===== src/hw/rtl/ast_pkg.sv =====
// Shared types, constants and character-class helpers for the assembly source tokenizer.
package ast_pkg;

  localparam int unsigned MaxTokenLen = 255;
  localparam int unsigned OffsetBits  = 24;
  localparam int unsigned LineBits    = 16;
  localparam int unsigned QueueDepth  = 4;

  localparam int unsigned OutOffsetBits = 24;
  localparam int unsigned OutLineBits   = 16;
  localparam int unsigned OutLenBits    = 8;

  localparam logic [7:0] CharColon      = ":";
  localparam logic [7:0] CharComma      = ",";
  localparam logic [7:0] CharLBracket   = "[";
  localparam logic [7:0] CharRBracket   = "]";
  localparam logic [7:0] CharUnderscore = "_";
  localparam logic [7:0] CharSemicolon  = ";";
  localparam logic [7:0] CharNewline    = 8'h0A;
  localparam logic [7:0] CharZero       = "0";
  localparam logic [7:0] CharLowerX     = "x";
  localparam logic [7:0] CharUpperX     = "X";

  localparam logic [23:0] WordMov = "MOV";
  localparam logic [23:0] WordAdd = "ADD";
  localparam logic [23:0] WordSub = "SUB";
  localparam logic [23:0] WordDiv = "DIV";
  localparam logic [23:0] WordInt = "INT";

  typedef enum logic [2:0] {
    MODE_IDLE    = 3'd0,
    MODE_COMMENT = 3'd1,
    MODE_WORD    = 3'd2,
    MODE_ZERO    = 3'd3,
    MODE_DEC     = 3'd4,
    MODE_HEX     = 3'd5
  } scan_mode_e;

  typedef enum logic [2:0] {
    TOK_COLON    = 3'd0,
    TOK_COMMA    = 3'd1,
    TOK_LBRACKET = 3'd2,
    TOK_RBRACKET = 3'd3,
    TOK_KEYWORD  = 3'd4,
    TOK_WORD     = 3'd5,
    TOK_EOF      = 3'd6
  } token_kind_e;

  typedef enum logic [2:0] {
    KW_NONE = 3'd0,
    KW_MOV  = 3'd1,
    KW_ADD  = 3'd2,
    KW_SUB  = 3'd3,
    KW_DIV  = 3'd4,
    KW_INT  = 3'd5
  } keyword_e;

  typedef struct packed {
    token_kind_e              kind;
    keyword_e                 keyword;
    logic                     is_number;
    logic [OutOffsetBits-1:0] offset;
    logic [OutLineBits-1:0]   line;
    logic [OutLineBits-1:0]   column;
    logic [OutLenBits-1:0]    length;
    logic                     overflow;
  } token_t;

  // A word token that a byte closes comes first, then the token of the byte itself.
  typedef struct packed {
    logic   a_valid;
    token_t a;
    logic   b_valid;
    token_t b;
  } record_t;

  function automatic logic is_letter(logic [7:0] c);
    return ((c >= "A") && (c <= "Z")) || ((c >= "a") && (c <= "z"));
  endfunction

  function automatic logic is_dec(logic [7:0] c);
    return (c >= "0") && (c <= "9");
  endfunction

  function automatic logic is_hex(logic [7:0] c);
    return is_dec(c) || ((c >= "a") && (c <= "f")) || ((c >= "A") && (c <= "F"));
  endfunction

  function automatic logic is_punct(logic [7:0] c);
    return (c == CharColon) || (c == CharComma) || (c == CharLBracket) ||
           (c == CharRBracket);
  endfunction

  function automatic token_kind_e punct_kind(logic [7:0] c);
    token_kind_e k;
    case (c)
      CharColon:    k = TOK_COLON;
      CharComma:    k = TOK_COMMA;
      CharLBracket: k = TOK_LBRACKET;
      default:      k = TOK_RBRACKET;
    endcase
    return k;
  endfunction

  function automatic keyword_e keyword_lookup(logic [23:0] w);
    keyword_e k;
    case (w)
      WordMov: k = KW_MOV;
      WordAdd: k = KW_ADD;
      WordSub: k = KW_SUB;
      WordDiv: k = KW_DIV;
      WordInt: k = KW_INT;
      default: k = KW_NONE;
    endcase
    return k;
  endfunction

endpackage


===== src/hw/rtl/ast_front.sv =====
// Front end: accepts source bytes, tracks position and scan mode, and builds token records.
module ast_front #(
  parameter int unsigned MAX_TOKEN_LEN = ast_pkg::MaxTokenLen,
  parameter int unsigned OFFSET_BITS   = ast_pkg::OffsetBits,
  parameter int unsigned LINE_BITS     = ast_pkg::LineBits
) (
  input  logic             clk_i,
  input  logic             rst_ni,
  input  logic             in_valid_i,
  output logic             in_ready_o,
  input  logic             kind_i,
  input  logic [7:0]       char_code_i,
  input  logic             queue_ready_i,
  output logic             push_o,
  output ast_pkg::record_t rec_o
);

  localparam int unsigned LenBits = $clog2(MAX_TOKEN_LEN + 2);
  localparam int unsigned OB = ast_pkg::OutOffsetBits;
  localparam int unsigned LB = ast_pkg::OutLineBits;
  localparam int unsigned NB = ast_pkg::OutLenBits;

  ast_pkg::scan_mode_e    mode_q, mode_d;
  logic [LINE_BITS-1:0]   line_q, line_d, col_q, col_d;
  logic [OFFSET_BITS-1:0] off_q, off_d;
  logic [LB-1:0]          wline_q, wline_d, wcol_q, wcol_d;
  logic [OB-1:0]          woff_q, woff_d;
  logic [LenBits-1:0]     wlen_q, wlen_d;
  logic [23:0]            prefix_q, prefix_d;

  logic                   fire;
  logic                   word_active;
  logic                   cont;
  ast_pkg::scan_mode_e    cont_mode;
  logic                   newline;
  logic [LINE_BITS-1:0]   line_adv, col_adv;
  logic [OFFSET_BITS-1:0] off_adv;
  logic [OFFSET_BITS+OB-1:0] off_ext;
  logic [LINE_BITS+LB-1:0]   line_ext, col_ext;
  logic [LenBits-1:0]     len_shown;
  logic [LenBits+NB-1:0]  len_ext;
  ast_pkg::keyword_e      kw;
  ast_pkg::token_t        word_tok, here_tok;
  ast_pkg::record_t       rec;

  assign fire       = in_valid_i & queue_ready_i;
  assign in_ready_o = queue_ready_i;
  assign push_o     = fire & (rec.a_valid | rec.b_valid);
  assign rec_o      = rec;

  assign word_active = (mode_q == ast_pkg::MODE_WORD) || (mode_q == ast_pkg::MODE_ZERO) ||
                       (mode_q == ast_pkg::MODE_DEC) || (mode_q == ast_pkg::MODE_HEX);

  assign newline  = (char_code_i == ast_pkg::CharNewline);
  assign line_adv = (newline && (line_q != '1)) ? line_q + LINE_BITS'(1) : line_q;
  assign col_adv  = newline ? LINE_BITS'(1) : ((col_q != '1) ? col_q + LINE_BITS'(1) : col_q);
  assign off_adv  = (off_q != '1) ? off_q + OFFSET_BITS'(1) : off_q;

  assign off_ext  = {{OB{1'b0}}, off_q};
  assign line_ext = {{LB{1'b0}}, line_q};
  assign col_ext  = {{LB{1'b0}}, col_q};

  assign len_shown = (wlen_q > LenBits'(MAX_TOKEN_LEN)) ? LenBits'(MAX_TOKEN_LEN) : wlen_q;
  assign len_ext   = {{NB{1'b0}}, len_shown};

  assign kw = ((mode_q == ast_pkg::MODE_WORD) && (wlen_q == LenBits'(3))) ?
              ast_pkg::keyword_lookup(prefix_q) : ast_pkg::KW_NONE;

  always_comb begin
    word_tok           = '0;
    word_tok.kind      = (kw != ast_pkg::KW_NONE) ? ast_pkg::TOK_KEYWORD : ast_pkg::TOK_WORD;
    word_tok.keyword   = kw;
    word_tok.is_number = (mode_q != ast_pkg::MODE_WORD);
    word_tok.offset    = woff_q;
    word_tok.line      = wline_q;
    word_tok.column    = wcol_q;
    word_tok.length    = len_ext[NB-1:0];
    word_tok.overflow  = (wlen_q > LenBits'(MAX_TOKEN_LEN));

    here_tok           = '0;
    here_tok.kind      = ast_pkg::TOK_EOF;
    here_tok.keyword   = ast_pkg::KW_NONE;
    here_tok.offset    = off_ext[OB-1:0];
    here_tok.line      = line_ext[LB-1:0];
    here_tok.column    = col_ext[LB-1:0];
  end

  always_comb begin
    cont      = 1'b0;
    cont_mode = mode_q;
    case (mode_q)
      ast_pkg::MODE_WORD: begin
        cont = ast_pkg::is_letter(char_code_i) || ast_pkg::is_dec(char_code_i) ||
               (char_code_i == ast_pkg::CharUnderscore);
      end
      ast_pkg::MODE_ZERO: begin
        if ((char_code_i == ast_pkg::CharLowerX) || (char_code_i == ast_pkg::CharUpperX)) begin
          cont      = 1'b1;
          cont_mode = ast_pkg::MODE_HEX;
        end else if (ast_pkg::is_dec(char_code_i)) begin
          cont      = 1'b1;
          cont_mode = ast_pkg::MODE_DEC;
        end
      end
      ast_pkg::MODE_DEC: cont = ast_pkg::is_dec(char_code_i);
      ast_pkg::MODE_HEX: cont = ast_pkg::is_hex(char_code_i);
      default:           cont = 1'b0;
    endcase
  end

  always_comb begin
    mode_d   = mode_q;
    line_d   = line_q;
    col_d    = col_q;
    off_d    = off_q;
    wline_d  = wline_q;
    wcol_d   = wcol_q;
    woff_d   = woff_q;
    wlen_d   = wlen_q;
    prefix_d = prefix_q;
    rec      = '0;
    rec.a    = word_tok;
    rec.b    = here_tok;

    if (fire) begin
      if (kind_i) begin
        rec.a_valid     = word_active;
        rec.b_valid     = 1'b1;
        mode_d   = ast_pkg::MODE_IDLE;
        line_d   = LINE_BITS'(1);
        col_d    = LINE_BITS'(1);
        off_d    = '0;
        wline_d  = LB'(1);
        wcol_d   = LB'(1);
        woff_d   = '0;
        wlen_d   = '0;
        prefix_d = '0;
      end else if (mode_q == ast_pkg::MODE_COMMENT) begin
        if (newline) begin
          mode_d = ast_pkg::MODE_IDLE;
        end
        line_d = line_adv;
        col_d  = col_adv;
        off_d  = off_adv;
      end else if (word_active && cont) begin
        mode_d = cont_mode;
        if (wlen_q < LenBits'(3)) begin
          prefix_d = {prefix_q[15:0], char_code_i};
        end
        if (wlen_q <= LenBits'(MAX_TOKEN_LEN)) begin
          wlen_d = wlen_q + LenBits'(1);
        end
        line_d = line_adv;
        col_d  = col_adv;
        off_d  = off_adv;
      end else begin
        rec.a_valid = word_active;
        mode_d      = ast_pkg::MODE_IDLE;
        if (ast_pkg::is_punct(char_code_i)) begin
          rec.b_valid     = 1'b1;
          rec.b.kind      = ast_pkg::punct_kind(char_code_i);
          rec.b.length    = NB'(1);
        end else if (char_code_i == ast_pkg::CharSemicolon) begin
          mode_d = ast_pkg::MODE_COMMENT;
        end else if (ast_pkg::is_dec(char_code_i) || ast_pkg::is_letter(char_code_i) ||
                     (char_code_i == ast_pkg::CharUnderscore)) begin
          if (char_code_i == ast_pkg::CharZero) begin
            mode_d = ast_pkg::MODE_ZERO;
          end else if (ast_pkg::is_dec(char_code_i)) begin
            mode_d = ast_pkg::MODE_DEC;
          end else begin
            mode_d = ast_pkg::MODE_WORD;
          end
          wline_d  = line_ext[LB-1:0];
          wcol_d   = col_ext[LB-1:0];
          woff_d   = off_ext[OB-1:0];
          wlen_d   = LenBits'(1);
          prefix_d = {16'h0000, char_code_i};
        end
        line_d = line_adv;
        col_d  = col_adv;
        off_d  = off_adv;
      end
    end
  end

  always_ff @(posedge clk_i or negedge rst_ni) begin
    if (!rst_ni) begin
      mode_q   <= ast_pkg::MODE_IDLE;
      line_q   <= LINE_BITS'(1);
      col_q    <= LINE_BITS'(1);
      off_q    <= '0;
      wline_q  <= LB'(1);
      wcol_q   <= LB'(1);
      woff_q   <= '0;
      wlen_q   <= '0;
      prefix_q <= '0;
    end else begin
      mode_q   <= mode_d;
      line_q   <= line_d;
      col_q    <= col_d;
      off_q    <= off_d;
      wline_q  <= wline_d;
      wcol_q   <= wcol_d;
      woff_q   <= woff_d;
      wlen_q   <= wlen_d;
      prefix_q <= prefix_d;
    end
  end

  a_comment_silent: assert property (@(posedge clk_i) disable iff (!rst_ni)
    (fire && !kind_i && (mode_q == ast_pkg::MODE_COMMENT)) |-> (!rec.a_valid && !rec.b_valid))
    else $error("A byte inside a comment produced a token.");

  a_eof_emitted: assert property (@(posedge clk_i) disable iff (!rst_ni)
    (fire && kind_i) |-> (rec.b_valid && (rec.b.kind == ast_pkg::TOK_EOF)))
    else $error("End of input did not produce an eof token.");

  a_eof_resets: assert property (@(posedge clk_i) disable iff (!rst_ni)
    (fire && kind_i) |=> ((mode_q == ast_pkg::MODE_IDLE) && (off_q == '0)))
    else $error("Scanner state was not cleared after end of input.");

endmodule


===== src/hw/rtl/ast_queue.sv =====
// Small register queue of token records between the front end and the back end.
module ast_queue #(
  parameter int unsigned DEPTH = ast_pkg::QueueDepth
) (
  input  logic             clk_i,
  input  logic             rst_ni,
  input  logic             push_i,
  input  ast_pkg::record_t push_data_i,
  output logic             ready_o,
  input  logic             pop_i,
  output logic             valid_o,
  output ast_pkg::record_t data_o
);

  localparam int unsigned PtrBits = (DEPTH > 1) ? $clog2(DEPTH) : 1;
  localparam int unsigned CntBits = $clog2(DEPTH + 1);

  ast_pkg::record_t     mem_q [DEPTH];
  logic [PtrBits-1:0]   wr_q, wr_d, rd_q, rd_d;
  logic [CntBits-1:0]   cnt_q, cnt_d;
  logic                 do_push, do_pop;

  assign ready_o = (cnt_q != CntBits'(DEPTH));
  assign valid_o = (cnt_q != '0);
  assign data_o  = mem_q[rd_q];
  assign do_push = push_i & ready_o;
  assign do_pop  = pop_i & valid_o;

  always_comb begin
    wr_d  = wr_q;
    rd_d  = rd_q;
    cnt_d = cnt_q;
    if (do_push) begin
      wr_d = (wr_q == PtrBits'(DEPTH - 1)) ? '0 : wr_q + PtrBits'(1);
    end
    if (do_pop) begin
      rd_d = (rd_q == PtrBits'(DEPTH - 1)) ? '0 : rd_q + PtrBits'(1);
    end
    if (do_push && !do_pop) begin
      cnt_d = cnt_q + CntBits'(1);
    end else if (do_pop && !do_push) begin
      cnt_d = cnt_q - CntBits'(1);
    end
  end

  always_ff @(posedge clk_i) begin
    if (do_push) begin
      mem_q[wr_q] <= push_data_i;
    end
  end

  always_ff @(posedge clk_i or negedge rst_ni) begin
    if (!rst_ni) begin
      wr_q  <= '0;
      rd_q  <= '0;
      cnt_q <= '0;
    end else begin
      wr_q  <= wr_d;
      rd_q  <= rd_d;
      cnt_q <= cnt_d;
    end
  end

  a_count_bound: assert property (@(posedge clk_i) disable iff (!rst_ni)
    cnt_q <= CntBits'(DEPTH))
    else $error("Queue count exceeds its depth.");

endmodule


===== src/hw/rtl/ast_back.sv =====
// Back end: splits queued records into single tokens and holds them in the output register.
module ast_back (
  input  logic             clk_i,
  input  logic             rst_ni,
  input  logic             head_valid_i,
  input  ast_pkg::record_t head_i,
  output logic             pop_o,
  output logic             out_valid_o,
  input  logic             out_ready_i,
  output ast_pkg::token_t  out_tok_o,
  output logic             out_last_o
);

  logic            sel_q, sel_d;
  logic            valid_q, valid_d;
  ast_pkg::token_t tok_q, tok_d;
  logic            last_q, last_d;
  logic            take_a;
  logic            load;

  assign take_a = head_i.a_valid && !sel_q;
  assign load   = head_valid_i && (!valid_q || out_ready_i);
  assign pop_o  = load && !(take_a && head_i.b_valid);

  always_comb begin
    sel_d   = sel_q;
    valid_d = valid_q;
    tok_d   = tok_q;
    last_d  = last_q;
    if (load) begin
      valid_d = 1'b1;
      tok_d   = take_a ? head_i.a : head_i.b;
      last_d  = take_a ? !head_i.b_valid : 1'b1;
      sel_d   = take_a && head_i.b_valid;
    end else if (out_ready_i) begin
      valid_d = 1'b0;
    end
  end

  always_ff @(posedge clk_i) begin
    tok_q  <= tok_d;
    last_q <= last_d;
  end

  always_ff @(posedge clk_i or negedge rst_ni) begin
    if (!rst_ni) begin
      sel_q   <= 1'b0;
      valid_q <= 1'b0;
    end else begin
      sel_q   <= sel_d;
      valid_q <= valid_d;
    end
  end

  assign out_valid_o = valid_q;
  assign out_tok_o   = tok_q;
  assign out_last_o  = last_q;

  a_second_pending: assert property (@(posedge clk_i) disable iff (!rst_ni)
    sel_q |-> (head_valid_i && head_i.b_valid))
    else $error("Second token pending without a record holding one.");

  a_split_no_pop: assert property (@(posedge clk_i) disable iff (!rst_ni)
    (load && take_a && head_i.b_valid) |=> (sel_q && valid_q && !out_last_o))
    else $error("First token of a two-token record was not followed by the second.");

endmodule


===== src/hw/rtl/assembly_source_tokenizer.sv =====
// Top level of the assembly source tokenizer: front end, record queue and back end.
//
//   channel  | handshake            | payload
//   ---------+----------------------+-----------------------------------------------
//   input    | in_valid_i/in_ready_o| kind_i, char_code_i
//   output   | out_valid_o/out_ready_i | token_kind_o, keyword_code_o, is_number_o,
//            |                      | start_offset_o, line_number_o, column_number_o,
//            |                      | token_length_o, length_overflow_o, last_result_o
//
// One byte is taken per cycle while the record queue has room; a byte that closes a word
// and forms a token of its own yields two tokens, which leave one per cycle while
// out_ready_i is high. Each token passes the record queue, then the output register.
// The four-entry record queue lets the input run on while the output is stalled.
// Reset clears position, scan mode, queue and output register; no clearing pass follows.
module assembly_source_tokenizer #(
  parameter int unsigned MAX_TOKEN_LEN = ast_pkg::MaxTokenLen,
  parameter int unsigned OFFSET_BITS   = ast_pkg::OffsetBits,
  parameter int unsigned LINE_BITS     = ast_pkg::LineBits
) (
  input  logic        clk_i,
  input  logic        rst_ni,
  input  logic        in_valid_i,
  output logic        in_ready_o,
  input  logic        kind_i,
  input  logic [7:0]  char_code_i,
  output logic        out_valid_o,
  input  logic        out_ready_i,
  output logic [2:0]  token_kind_o,
  output logic [2:0]  keyword_code_o,
  output logic        is_number_o,
  output logic [23:0] start_offset_o,
  output logic [15:0] line_number_o,
  output logic [15:0] column_number_o,
  output logic [7:0]  token_length_o,
  output logic        length_overflow_o,
  output logic        last_result_o
);

  logic             q_ready, q_push, q_valid, q_pop;
  ast_pkg::record_t push_rec, head_rec;
  ast_pkg::token_t  out_tok;

  ast_front #(
    .MAX_TOKEN_LEN(MAX_TOKEN_LEN),
    .OFFSET_BITS  (OFFSET_BITS),
    .LINE_BITS    (LINE_BITS)
  ) u_front (
    .clk_i        (clk_i),
    .rst_ni       (rst_ni),
    .in_valid_i   (in_valid_i),
    .in_ready_o   (in_ready_o),
    .kind_i       (kind_i),
    .char_code_i  (char_code_i),
    .queue_ready_i(q_ready),
    .push_o       (q_push),
    .rec_o        (push_rec)
  );

  ast_queue #(
    .DEPTH(ast_pkg::QueueDepth)
  ) u_queue (
    .clk_i      (clk_i),
    .rst_ni     (rst_ni),
    .push_i     (q_push),
    .push_data_i(push_rec),
    .ready_o    (q_ready),
    .pop_i      (q_pop),
    .valid_o    (q_valid),
    .data_o     (head_rec)
  );

  ast_back u_back (
    .clk_i       (clk_i),
    .rst_ni      (rst_ni),
    .head_valid_i(q_valid),
    .head_i      (head_rec),
    .pop_o       (q_pop),
    .out_valid_o (out_valid_o),
    .out_ready_i (out_ready_i),
    .out_tok_o   (out_tok),
    .out_last_o  (last_result_o)
  );

  assign token_kind_o      = out_tok.kind;
  assign keyword_code_o    = out_tok.keyword;
  assign is_number_o       = out_tok.is_number;
  assign start_offset_o    = out_tok.offset;
  assign line_number_o     = out_tok.line;
  assign column_number_o   = out_tok.column;
  assign token_length_o    = out_tok.length;
  assign length_overflow_o = out_tok.overflow;

endmodule


===== config.mk =====
export PLATFORM = sky130hd
export DESIGN_NAME = assembly_source_tokenizer
export DESIGN_NICKNAME = d
export VERILOG_FILES = /design/src/hw/rtl/ast_pkg.sv /design/src/hw/rtl/ast_front.sv /design/src/hw/rtl/ast_queue.sv /design/src/hw/rtl/ast_back.sv /design/src/hw/rtl/assembly_source_tokenizer.sv
export SDC_FILE = /design/constraint.sdc
export NUM_CORES = 1
export LEC_CHECK = 0
export BUFFER_PORTS_ARGS = -buffer_cell sky130_fd_sc_hd__clkbuf_2
export CAP_MARGIN = 20
export CELL_PAD_IN_SITES_DETAIL_PLACEMENT = 1
export CELL_PAD_IN_SITES_GLOBAL_PLACEMENT = 2
export CORE_MARGIN = 1.5
export CORE_UTILIZATION = 48
export DETAILED_ROUTE_END_ITERATION = 7
export PLACE_DENSITY_LB_ADDON = 0.12
export SYNTH_ARGS = -nofsm -noshare
export SYNTH_HDL_FRONTEND = slang
export SYNTH_SLANG_ARGS = --single-unit

===== constraint.sdc =====
create_clock -name clk_i -period 9.3 [get_ports clk_i]
set_input_delay 0.93 -clock clk_i [delete_from_list [all_inputs] [get_ports clk_i]]
set_output_delay 0.93 -clock clk_i [all_outputs]
set_load 0.01 [all_outputs]

## Word-level counts from Yosys, hierarchy flattened

Memories as Yosys holds them, arrays and structs flattened.
Index checks and enable logic that the tools add are counted.

| storage, ports and cells | value |
|---|---|
| register bits after elaboration | 230 |
| memory bits (writable) | 556 |
| input port bits | 13 |
| output and inout bits | 75 |
| word-level logic and storage cells | 219 |
| memories kept | 1 |

Memories:

| memory | depth | width | rd ports | clocked after Yosys merged registers in | wr ports | RTL line | source |
|---|---|---|---|---|---|---|---|
| u_queue.mem_q | 4 | 139 | 1 | 0 | 1 | ast_queue.sv:18 | `ast_pkg::record_t mem_q [DEPTH];` |

| cells by class | value |
|---|---|
| add/sub/neg operators | 8 |
| $lt $le $gt $ge | 11 |
| equality and inequality tests | 39 |
| multiplexer cells | 83 |
| bitwise gates (word level) | 5 |
| reduce and logical (&&, ||, !) cells | 49 |

Operator list:

| operator | number |
|---|---|
| 24-bit two-way mux | 15 |
| 16-bit two-way mux | 17 |
| 24-bit by 23-bit == test with 1-bit output (second input constant) | 5 |
| 72-bit two-way mux | 1 |
| 9-bit two-way mux | 7 |
| 3-bit two-way mux | 16 |
| 8-bit by 7-bit == test with 1-bit output (second input constant) | 5 |
| 8-bit two-way mux | 5 |
| 16-bit by 1-bit adder with 16-bit output (second input constant) | 2 |
| 8-bit by 6-bit == test with 1-bit output (second input constant) | 4 |
| 8-bit by 7-bit <= comparator with 1-bit output (second input constant) | 4 |
| 16-bit inequality test (second input constant) | 2 |
| 24-bit by 1-bit adder with 24-bit output (second input constant) | 1 |
| 24-bit inequality test (second input constant) | 1 |
| 6-bit AND reduction | 3 |
| 8-bit by 7-bit >= comparator with 1-bit output (second input constant) | 2 |
| 4-bit two-way mux | 4 |
| 3-bit one-hot mux with 5 select lines | 1 |
| 1-bit logical AND | 14 |
| 1-bit logical OR | 13 |
| 1-bit two-way mux | 13 |
| 3-bit by 2-bit inequality test with 1-bit output (second input constant) | 4 |
| 3-bit nonzero test | 4 |
| 2-bit nonzero test | 5 |
| 27 further kinds | 47 |

## Logic depth before layout (Yosys ltp)

Gate-level depths: netlist of the first run.

| depth | value |
|---|---|
| depth after elaboration | 18 |
| mapped depth | 13 |
| mapped depth without buffers | 12 |

## Modules after synthesis

From an unflattened synthesis of the first run, not the netlist that was laid out.

| unflattened totals | value |
|---|---|
| cells, all modules | 1809 |
| area, all modules | 32864.0 µm² |

Modules (own cells, without submodules):

| module | instances | cells each | area each (µm²) | sequential area each (µm²) |
|---|---|---|---|---|
| ast_queue | 1 | 800 | 21605.7 | 17712.0 |
| ast_front | 1 | 845 | 7783.7 | 3708.6 |
| ast_back | 1 | 164 | 3474.6 | 2242.2 |

## Worst setup path after synthesis of the first run

OpenSTA, ideal clock, no wires.

| timing path | value |
|---|---|
| kind | input to register |
| start | input port char_code_i[2] |
| end | memory u_queue.mem_q[0][0] (netlist bit), enable pin |
| setup time | 0.641 ns |
| arrival | 7.880 ns |
| data required time | 8.659 ns |
| path slack | 0.779 ns |
| stages | 7 |
| buffers on the path | 1 |
| cell sequence | buf_6 -> or3_1 -> nand4_1 -> and4_1 -> o31a_4 -> a31oi_2 -> nor2b_1 |

| on the way | value |
|---|---|
| word-level cells in the longest chain between the ends | 16 |
| elaborated cells on any way between the ends | 47 |
| classes of those cells | order compare: 8; eq/ne: 7; mux: 14; bitwise: 3; reduce/logical: 15 |

RTL lines:

| what | RTL line | source |
|---|---|---|
| start: declaration | assembly_source_tokenizer.sv:25 | `input logic [7:0] char_code_i,` |
| 8-bit by 7-bit >= comparator with 1-bit output or 8-bit by 7-bit <= comparator with 1-bit output (tied branches) | ast_pkg.sv:78, ast_pkg.sv:86 |  |
| 1-bit logical AND | ast_pkg.sv:78 | `return ((c >= "A") && (c <= "Z")) \|\| ((c >= "a") && (c <= "z"));` |
| 1-bit logical OR | ast_pkg.sv:78 |  |
| 1-bit logical OR (2 in a row) | ast_front.sv:93 | `cont = ast_pkg::is_letter(char_code_i) \|\| ast_pkg::is_dec(char_code_i) \|\|` |
| 1-bit one-hot mux with 4 select lines | ast_front.sv:91 | `case (mode_q)` |
| 1-bit logical AND | ast_front.sv:145 | `end else if (word_active && cont) begin` |
| 1-bit two-way mux or 4-bit two-way mux (tied branches) | ast_front.sv:145 |  |
| 1-bit two-way mux or 4-bit two-way mux (tied branches) | ast_front.sv:138 | `end else if (mode_q == ast_pkg::MODE_COMMENT) begin` |
| 1-bit two-way mux | ast_front.sv:126 | `if (kind_i) begin` |
| 1-bit two-way mux or 4-bit two-way mux (tied branches) | ast_front.sv:125 | `if (fire) begin` |
| 1-bit bitwise OR (*) | ast_front.sv:48 | `assign push_o = fire & (rec.a_valid \| rec.b_valid);` |
| 1-bit AND (*) | ast_front.sv:48 |  |
| 1-bit AND (*) | ast_queue.sv:26 | `assign do_push = push_i & ready_o;` |
| 1-bit two-way mux (*) | ast_queue.sv:47 | `if (do_push) begin` |
| 1-bit two-way mux (not written as such) (*) | ast_queue.sv:48 | `mem_q[wr_q] <= push_data_i;` |
| end: declaration | ast_queue.sv:18 |  |

Mark *: on every way between the ends. The rest lies on a longest branch, timed or not.

==> results.toml, run 1 <==
[place]
port_buffers = 87
routabilityCongestion = 0.734
hpwl_microns = 36000
placed_area_sq_um = 31700

[grt]
grt_pass1_wl_microns = 102000
overflow = 0
antenna_found_initial = 0
grtUsageMet1_pct = 28.2
grtUsageMet2_pct = 35.0
grt_max_degree = 133
grt_pass1_vias = 17200
grt_use_total_pct = 20.8
grt_util_met3_pct = 2.83
grt_busiest_layer = "met2"

[yosys]
synth_edf_count = 601
ys.warnings.count = 0
syn_area_per_cell_sq_um = 17.6
synthCells = 1728
ys_top_cells_by_area = "edfxtp_1 (59%), dfrtp_1 (13%), mux4_2 (9.8%)"
syn_area_sq_um = 30400
async_flop_share_pct = 20.7
synth.top_cell.area_share_pct = 59.3
synthesis.nets = 1753
synth_seq_cells = 758
yosysSeqAreaShare_pct = 72.3
synth_top_area_cell = "edfxtp_1"
synthFlopType = "edfxtp_1"
synth_cell_types = 72

[drt]
drt_iter0_drc = 915
drc = 0
drtAntennaViolNets = 0
wl_microns = 65500
vias = 15800
avgViaCountPerCell = 5.75
avgRoutedWirePerCell_microns = 23.8
drtPass1Iterations = 4

[floorplanning]
core-area_sq_um = 62900
die_y_microns = 255
die_w_microns = 255
start_util_pct = 48.4
dieArea_sq_um = 64900
num_rows = 92
ios = 88

[timing]
min_period_over_period_pct = 46.5
drv_slew = 0
relSlewSlack_pct = 26.3
hold_viol = 0
finClkSkew_ns = 0.0245
worstMarginPinSlew_ns = 1.10
layout_min_cycle_time_ns = 4.32
setup_viol = 0
fmax_mhz = 231
setup_tns_ns = 0
rsz0062_at_grt = "no"

[power]
ir_drop_mv = 0.200
p_total_mw = 9.98
powerDensity_nw_per_um2 = 291
p_leak_nw = 12.4

[cts]
cts.sinks = 758
htree_levels = 3
clock_latency_ns = 0.63
numCtsBuffers = 80
ctsRootBufferMaster = "clkbuf_16"
post_cts_buffers = 0
cts_tree = "yes"
postCtsHoldBufs = 0
path_clk_slew_ns = 0.06
clk_path_buf_depth = 3
cts_resized = 0

[final_layout]
drive_gt1_share_pct = 24.6
antenna_cells = 0
finalNetCount = 1861
syn_to_final_growth_pct = 12.8
multi_input_area_sq_um = 7970
final.fill_count = 5786
regArea_sq_um = 22000
final_area_sq_um = 34300

[worst_setup_path]
worst_ep_required_time_ns = 9.53
crit_path_start_kind = "primary input"
path_class = "primary input to register"
cp-end-kind = "register"
critical_path_arrival_ns = 4.55
cp_max_fo = 60

[hold_path]
min_path_type = "primary input to async pin"

[status]
status = "completed"

[flow_run]
maxCapViolCount = 0
-- sequential cells by signal (all words and copies together) (netlist names), 3 cells and up --
name	flops
u_front.mode_q	3
u_queue.cnt_q	3
u_front.prefix_q	24
u_front.line_q	16
u_front.wline_q	16
u_front.wlen_q	9
u_front.wcol_q	16
u_front.off_q	24
u_back.out_tok_o	72
u_front.col_q	16
u_queue.mem_q	528
u_front.woff_q	24
-- cell usage after synthesis, types with 11 or more instances --
master    number
nand3_1       29
and3_1        30
nor2b_1       12
nor2_1        52
nor3_1        32
a21oi_1       27
mux2i_1       62
xor2_1        15
o21ai_1       11
inv_1         21
nand2_1      119
clkbuf_1      48
o21ai_0       83
a22o_1        25
buf_4         14
dfrtp_1      153
mux4_2       132
edfxtp_1     601
mux2_2        65
ha_1          11
nand4_1       17
-- critical path, cell delays in order --
cell     delay, ns
buf_2         0.08
buf_4         0.49
inv_1         0.43
a21o_1        0.31
o21ba_2       0.31
a31oi_2       0.14
nor2b_4       0.88
buf_4         0.87
-- cell type report --
class / count / area share, %
flip-flops and latches: 758 / 64.1
multi-input cells: 866 / 23.2
clock buffers: 106 / 6.29
repair buffers: 109 / 1.94
inverters: 21 / 0.230
clock inverters: 44 / 1.13
well taps: 846 / 3.09
-- power by group --
| group | internal (mW) | switching [mW] |
|---|---|---|
| logic | 1.04 | 1.20 |
| registers | 4.33 | 0.322 |
| clock network | 1.79 | 1.30 |
-- layout by cell type (no fill, tap or decap), drive strengths merged, types with 6 or more instances in the layout --
cell and instances:
xnor2 10, o31ai 8, nor2 52, or3 6, nand2 121, mux4 132, nor4 11, mux2 66
a22o 25, inv 28, nand4 17, clkbuf 191, or4 6, and3 30, nor2b 13, a31o 6
ha 11, xor2 15, o21ai 94, and2 10, nor3 32, buf 24, a31oi 8, edfxtp 601
nand3 29, or2 9, dfrtp 153, clkinv 30, nand2b 10, nor3b 9, a21oi 28, mux2i 62
-- path summary, 6_finish.rpt --
check / startpoint / to / slack [ns] / depth (start not counted)
min: rst_ni / u_front.wline_q[7]$_DFFE_PN0P_ / 0.36 / 1
max reg2reg: u_queue.rd_q[1]$_DFFE_PN0P_ / u_back.out_tok_o[13]$_DFFE_PP_ / 5.17 / 6
max in group asynchronous: rst_ni / u_front.woff_q[10]$_DFFE_PN0P_ / 7.73 / 2
min in group clk_i: u_queue.cnt_q[2]$_DFFE_PN0P_ / u_queue.cnt_q[2]$_DFFE_PN0P_ / 0.49 / 1
min reg2reg: u_queue.cnt_q[2]$_DFFE_PN0P_ / u_queue.cnt_q[2]$_DFFE_PN0P_ / 0.49 / 1
max: kind_i / u_queue.mem_q[0][87]$_DFFE_PP_ / 4.98 / 8
-- kinds of logic after synthesis --
kind of cell | after synthesis | synth area share (%)
DFF | 758 | 72.3
and+or+nand+nor | 374 | 6.37
muxes | 260 | 14.3
AOI/OAI and AO/OA | 195 | 4.11
buffers and inverters | 104 | 1.75
xor gates and xnor gates | 25 | 0.720
adders and majority gates | 12 | 0.518
-- routing by layer --
layer  share of wire, %  vias to the layer above
met1                 45                     8431
li1                   -                     7053
met3                3.2                       88
met2                 50                      246
met4                2.1                        0
met5                  0                        -
-- metrics by stage --
stage	hold WS (ns)	setup slack [ns]	util, %	std cells
after floorplan	0.457	0.779	-	1728
after global placement	0.473	4.37	50.5	2599
after detailed placement	0.484	4.25	50.5	2599
after CTS	0.362	4.67	54.5	2749
after global routing	0.398	4.73	54.6	2750
final	0.359	4.98	54.6	2750
No activity file was read; power rests on OpenSTA's default activity.
==> inputs of run 2 (changes only) <==
==> constraint.sdc (replaced) <==
create_clock -name clk_i -period 4.49 [get_ports clk_i]
set_input_delay 0.449 -clock clk_i [delete_from_list [all_inputs] [get_ports clk_i]]
set_output_delay 0.449 -clock clk_i [all_outputs]
set_load 0.01 [all_outputs]
==> results.toml, run 2 (same netlist as run 1, synthesis figures left out) <==
[cts]
post_cts_buffers = 0
postCtsHoldBufs = 1
path_clk_slew_ns = 0.06
clock_latency_ns = 0.62
cts_resized = 0
cts.sinks = 758
numCtsBuffers = 78
cts_tree = "yes"
ctsRootBufferMaster = "clkbuf_16"
htree_levels = 3
clk_path_buf_depth = 3

[worst_setup_path]
cp_max_fo = 14
path_class = "register to register"
crit_path_start_kind = "register"
path_cells = "nor4bb_1 -> nand4_1 -> and4_1 -> o31a_4 -> a31oi_2 -> inv_1 -> ha_1 -> inv_1 -> fa_1 -> mux2_2"
critical-path-top-delay-family = "simple AND/OR/NAND/NOR gates"
crit_slowest_cell = "a31oi_2"
critical_path_buf_inv_count = 2
critical_path_arrival_ns = 3.92
critPathMaxStageDelay_ns = 0.67
worst_ep_required_time_ns = 4.97
cp-end-kind = "register"
cp_common_cell = "inv_1"

[timing]
min_period_over_period_pct = 76.5
fmax_mhz = 291
finClkSkew_ns = 0.0252
setup_viol = 0
setup_tns_ns = 0
rsz0062_at_grt = "no"
relSlewSlack_pct = 31.9
worstMarginPinSlew_ns = 1.02
drv_slew = 0
layout_min_cycle_time_ns = 3.44
hold_viol = 0

[grt]
grt_max_degree = 135
grt_pass1_vias = 17000
grt_pass1_wl_microns = 101000
overflow = 0
antenna_found_initial = 0
grt_use_total_pct = 20.8

[hold_path]
min_path_type = "primary input to register"

[final_layout]
largest-register = "u_queue.mem_q"
finalNetCount = 1867
final_area_sq_um = 34400
drive_gt1_share_pct = 24.7
final.fill_count = 5741
antenna_cells = 0
final_cell_mix = "edfxtp_1 (601), dfrtp_1 (151), mux4_2 (132)"
final_common_cell = "edfxtp_1"
syn_to_final_growth_pct = 13.2
largest_register_ffs = 528
fin_util_pct = 54.8

[power]
p_total_mw = 20.7
ir_drop_mv = 0.393
powerDensity_nw_per_um2 = 601
p_leak_nw = 12.4

[floorplanning]
core-area_sq_um = 62900
dieArea_sq_um = 64900
ios = 88
num_rows = 92
die_w_microns = 255
start_util_pct = 48.4
die_y_microns = 255

[drt]
vias = 15800
drtPass1Iterations = 7
drc = 0
drtAntennaViolNets = 0
wl_microns = 65200
avgViaCountPerCell = 5.75
drt_iter0_drc = 939
avgRoutedWirePerCell_microns = 23.7

[place]
placed_area_sq_um = 31900
port_buffers = 87
routabilityCongestion = 0.753
hpwl_microns = 36900

[flow_run]
maxCapViolCount = 0

[status]
status = "completed"
==> run 2: changes by cell type in the layout (fill, tap and decap cells not counted), sizes merged <==
cell | before | now
inv | 28 | 24
bufinv | 5 | 7
buf | 24 | 31
dlygate4sd3 | 0 | 1
clkinv | 30 | 26
==> run 2: worst reg2reg max path, delay by kind of cell (launching register included) <==
kind            cells  cell delay (ns)
compound gates      2             0.86
fa+ha+maj           2             0.63
buf+inv             2             0.18
flops               1             0.46
mux                 1             0.28
simple gates        3             0.91
==> run 2: per-layer routing <==
metal | global-route usage [%] | vias to the layer above | routed length (microns)
li1 | - | 7062 | -
met1 | 28.4 | 8444 | 28700
met2 | 35.0 | 260 | 33000
met5 | 0 | - | 0
met4 | 5.21 | 0 | 818
met3 | 3.45 | 57 | 2620
==> run 2: through the flow <==
stage          hold slack (ns)  cells  setup slack [ns]
2_1_floorplan            0.153   1728             -1.05
3_3_place_gp             0.482   2607             0.893
3_5_place_dp             0.497   2607             0.879
4_1_cts                 0.0184   2752              1.03
5_1_grt                 0.0496   2752             0.885
6_report                0.0447   2752              1.05
==> run 2: layout make-up <==
class                   count  area [sq um]  share of cell area, %
flip-flops and latches    758         22000                   63.8
multi-input cells         866          7970                   23.1
clock buffers             106          2160                   6.27
well taps                 846          1060                   3.07
repair buffers            117           807                   2.34
clock inverters            38           379                   1.10
inverters                  21          78.8                  0.229
==> run 2: final timing paths <==
check	from	cells past startpoint	end	slack, ns
min in group asynchronous	rst_ni	2	u_front.wline_q[7]$_DFFE_PN0P_	0.48
min reg2reg	u_front.prefix_q[22]$_DFFE_PN0P_	1	u_front.prefix_q[22]$_DFFE_PN0P_	0.51
max	u_front.mode_q[1]$_DFFE_PN0P_	10	u_queue.cnt_q[1]$_DFFE_PN0P_	1.05
min	out_ready_i	2	u_back.out_valid_o$_DFFE_PN0P_	0.04
max in group asynchronous	rst_ni	3	u_front.woff_q[19]$_DFFE_PN0P_	3.05
max reg2reg	u_front.mode_q[1]$_DFFE_PN0P_	10	u_queue.cnt_q[1]$_DFFE_PN0P_	1.05
==> run 2: where the power goes <==
group	leakage, nW	switching (mW)	total [mW]	internal [mW]
Clock	1.24	2.62	6.40	3.78
Combinational	3.10	2.68	4.88	2.20
Sequential	8.08	0.478	9.43	8.96
Total	12.4	5.77	20.7	14.9
